==> src/pas_bp_pkg.sv <==
package pas_bp_pkg;

  // Default sizing of the predictor tables
  localparam int unsigned HistoryIndexBitsDef = 8;
  localparam int unsigned HistoryLengthDef    = 8;
  localparam int unsigned TableSelectBitsDef  = 8;

  // Depth of the queue between front and back
  localparam int unsigned QueueDepth = 2;

  // Table select shift after reset
  localparam logic [5:0] TableSelectShiftRst = 6'd56;

  // Saturating counter limits
  localparam logic [1:0] CtrMax = 2'd3;
  localparam logic [1:0] CtrMin = 2'b00;

  // Item modes
  localparam logic ModePredict = 1'b0;
  localparam logic ModeUpdate  = 1'b1;

  typedef struct packed {
    logic        mode;
    logic [63:0] branch_address;
    logic        is_direct;
    logic [63:0] branch_target;
    logic        was_taken;
  } item_t;

  typedef enum logic [1:0] {
    ST_CLEAR,
    ST_IDLE,
    ST_HIST,
    ST_PAT
  } back_state_e;

endpackage

==> src/pas_bp_front.sv <==
module pas_bp_front (
  input  logic                clk_i,
  input  logic                rst_ni,
  input  logic                hold_i,
  input  logic                in_valid_i,
  output logic                in_ready_o,
  input  pas_bp_pkg::item_t   in_item_i,
  output logic                item_valid_o,
  input  logic                item_ready_i,
  output pas_bp_pkg::item_t   item_o
);
  import pas_bp_pkg::*;

  localparam int unsigned PtrW = (QueueDepth > 1) ? $clog2(QueueDepth) : 1;

  item_t           entry_q [QueueDepth];
  logic [PtrW-1:0] wr_ptr_q, wr_ptr_d;
  logic [PtrW-1:0] rd_ptr_q, rd_ptr_d;
  logic [PtrW:0]   cnt_q, cnt_d;
  logic            push, pop;

  // Take a beat while there is room and the back is not clearing its tables
  assign in_ready_o   = (cnt_q != (PtrW + 1)'(QueueDepth)) && !hold_i;
  assign item_valid_o = (cnt_q != '0);
  assign item_o       = entry_q[rd_ptr_q];

  assign push = in_valid_i && in_ready_o;
  assign pop  = item_valid_o && item_ready_i;

  // Advance pointers with wrap and track the fill level
  always_comb begin
    wr_ptr_d = wr_ptr_q;
    rd_ptr_d = rd_ptr_q;
    cnt_d    = cnt_q;
    if (push) begin
      wr_ptr_d = (wr_ptr_q == PtrW'(QueueDepth - 1)) ? '0 : wr_ptr_q + 1'b1;
    end
    if (pop) begin
      rd_ptr_d = (rd_ptr_q == PtrW'(QueueDepth - 1)) ? '0 : rd_ptr_q + 1'b1;
    end
    if (push && !pop) begin
      cnt_d = cnt_q + 1'b1;
    end else if (pop && !push) begin
      cnt_d = cnt_q - 1'b1;
    end
  end

  always_ff @(posedge clk_i or negedge rst_ni) begin
    if (!rst_ni) begin
      wr_ptr_q <= '0;
      rd_ptr_q <= '0;
      cnt_q    <= '0;
    end else begin
      wr_ptr_q <= wr_ptr_d;
      rd_ptr_q <= rd_ptr_d;
      cnt_q    <= cnt_d;
    end
  end

  // Store the incoming beat
  always_ff @(posedge clk_i) begin
    if (push) begin
      entry_q[wr_ptr_q] <= in_item_i;
    end
  end

endmodule

==> config.mk <==
export PLATFORM = sky130hd
export DESIGN_NAME = pas_bp_front
export DESIGN_NICKNAME = d
export VERILOG_FILES = /design/src/pas_bp_pkg.sv /design/src/pas_bp_front.sv
export SDC_FILE = /design/constraint.sdc
export NUM_CORES = 1
export LEC_CHECK = 0
export ABC_AREA = 1
export BUFFER_PORTS_ARGS = -buffer_cell sky130_fd_sc_hd__buf_2
export CORE_UTILIZATION = 50
export CTS_CLUSTER_SIZE = 12
export DETAILED_ROUTE_END_ITERATION = 16
export GPL_TIMING_DRIVEN = 0
export HOLD_SLACK_MARGIN = 0.12
export PLACE_DENSITY = 0.8
export SLEW_MARGIN = 30
export SYNTH_ARGS = -nofsm -noshare
export SYNTH_HDL_FRONTEND = slang
export SYNTH_SLANG_ARGS = --single-unit
==> constraint.sdc <==
create_clock -name clk_i -period 19.9 [get_ports clk_i]
set_input_delay 3.98 -clock clk_i [delete_from_list [all_inputs] [get_ports clk_i]]
set_output_delay 3.98 -clock clk_i [all_outputs]
set_load 0.02 [all_outputs]
==> summary.txt <==
GRT overflow - 0
Die Area - 20200 sq um
Max FO, Critical Path - 2
multi-input gate area in the final layout - 1580 sq um
most frequent cells in the layout - nand2_1 (404), buf_2 (278), edfxtp_1 (262)
cts hold-fix bufs - 0
wire per inst - 15.5 um
placed insts - 1253
root buffer cell - clkbuf_16
Worst-Margin Slew - 0.632 ns
fin crit share - 42.1%
number of H-tree levels - 1
Num CTS Buffers - 27
Post-route DRC - 0
Core Box Area - 19000 sq um
Seq/Total Area, Yosys - 81.3%
Slew Viols, Final - 0
Post-DP Area - 11700 sq um
Routed Antenna Nets - 0
Max-Slew Margin vs Limit - 57.7%
first-pass GRT wire length - 30.0 mm
status - complete, no violations
Final WS setup - 11.53 ns
num rows - 50
Clock Pin Slew Worst Setup and Hold Paths - 0.06 ns
skew final - 0.0117 ns
power per cell area - 142 nW/um^2
VDD IR max - 0.111 mV
commonest non-fill, non-tap cell in the layout - nand2_1
routed wire length - 20.0 mm
routed vias - 6177
# clock sinks - 266
Worst Hold Class - reg -> reg
max-cap violation count - 0
GPL Wtd Cong - 0.743
Setup Slack @ Placement - 11.53 ns
#FFs+latches synth - 266
Synth area leader - edfxtp_1
clk_lat worst skew - 0.52 ns
crit path DAT - 4.39 ns
synth-to-layout area growth - 26.7%
setup_tns - 0 ns
Synth top area share - 80.2%
post-route cell area - 12400 sq um
Initial Util - 51.7%
Tmin final - 8.37 ns
hpwl dp - 13.7 mm
all-layer global routing usage - 19.6%
Worst Setup Start Kind - input pin
RSZ-0062 raised after global routing - no
I/O Buffers - 268
clock tree buffer depth - 3
crit path kind - in -> out
Layout Cells excl Fill - 1293
CTS tree - done
Iter 0 DRT Violations - 332
number of library cell types mapped by synthesis - 14
Die W - 142 um
Final nets - 1159
yosys warns - 0
post-synth net total - 854
Max Clk Rate - 119 MHz
Cells after Synth - 717
Die Y-Extent - 142 um
Synth Cell Area - 9800 sq um
register area - 7970 sq um
final setup violation count - 0
initial antenna violation count - 4
first-pass iteration count of the detailed router - 6
vias in the first global route - 6174
Leak Pwr - 0.00536 uW
Mapped Avg Cell Area - 13.7 sq um
# resized after CTS - 0
setup repair bufs after CTS - 0
via density per instance - 4.78
Synth area leaders - edfxtp_1 (80%), nand2_1 (15%), buf_6 (1.0%)
Data required, critical path - 15.92 ns
fillers - 1340
share of cells above drive strength 1 - 32.7%
Final Hold Vio Count - 0
largest net degree at the start of global routing - 92
Ports - 269
Worst Setup End Kind - output port
## registers in the layout, summed over array words and instances, names as in the netlist
name,flops
rd_ptr_q,1
cnt_q,2
wr_ptr_q,1
entry_q,262
## routing by layer
metal	vias up	global-route usage (%)	share of wire, %
li1	3031	-	-
met1	2877	21.9	38
met5	-	0	0
met4	0	8.72	3.1
met2	218	35.3	51
met3	51	4.78	7.3
## power by group
part	switching [uW]	total [uW]	internal, uW
logic	431	626	195
registers	15.5	710	695
clock network	184	426	242
## path summary, 6_finish.rpt
path	from	end	cells past startpoint	slack [ns]
setup / recovery	hold_i	in_ready_o	3	11.53
hold / removal	wr_ptr_q$_DFFE_PN0P_	wr_ptr_q$_DFFE_PN0P_	2	0.48
setup reg to reg	cnt_q[0]$_DFFE_PN0P_	entry_q[1][52]$_DFFE_PP_	7	17.78
hold reg to reg	wr_ptr_q$_DFFE_PN0P_	wr_ptr_q$_DFFE_PN0P_	2	0.48
max in group asynchronous	rst_ni	cnt_q[0]$_DFFE_PN0P_	1	16.52
min in group asynchronous	rst_ni	rd_ptr_q$_DFFE_PN0P_	1	3.27
## cells by family after synthesis
kind of cell	share of synthesized area, %
and+or+nand+nor	15.8
DFF	81.3
buffers and inverters	2.68
AOI/OAI and AO/OA	0.0510
xor gates and xnor gates	0.0893
adders and majority gates	0.128
## through the flow
step | hold WS [ns] | util [%] | total power [uW]
6_report | 0.480 | 65.5 | 1760
5_1_grt | 0.522 | 65.5 | 1860
4_1_cts | 0.480 | 65.5 | 1780
3_5_place_dp | 0.467 | 61.7 | 1350
3_3_place_gp | 0.458 | 60.5 | 1340
2_1_floorplan | 0.442 | - | 1130
## worst max-delay path: stages
cell and delay, ns:
buf_2 0.11, a21oi_1 0.11, buf_2 0.19
## cell type report
type / instances / share of cell area [%]
flip-flops and latches: 266 / 64.1
multi-input cells: 413 / 12.7
repair buffers: 276 / 12.5
clock buffers: 31 / 5.56
well taps: 260 / 2.62
plain buffers: 29 / 1.82
inverters: 9 / 0.353
clock inverters: 6 / 0.232
diodes: 3 / 0.0604
## synth_stat cells, drive strengths merged
| cell type | count |
|---|---|
| nand2 | 404 |
| edfxtp | 262 |
| buf | 29 |
| inv | 9 |
| dfrtp | 4 |
| nand3 | 3 |
| nand4 | 2 |
| a21oi | 1 |
| ha | 1 |
| nor2 | 1 |
| xnor2 | 1 |
Note: power is estimated with default switching activity, not from simulation.
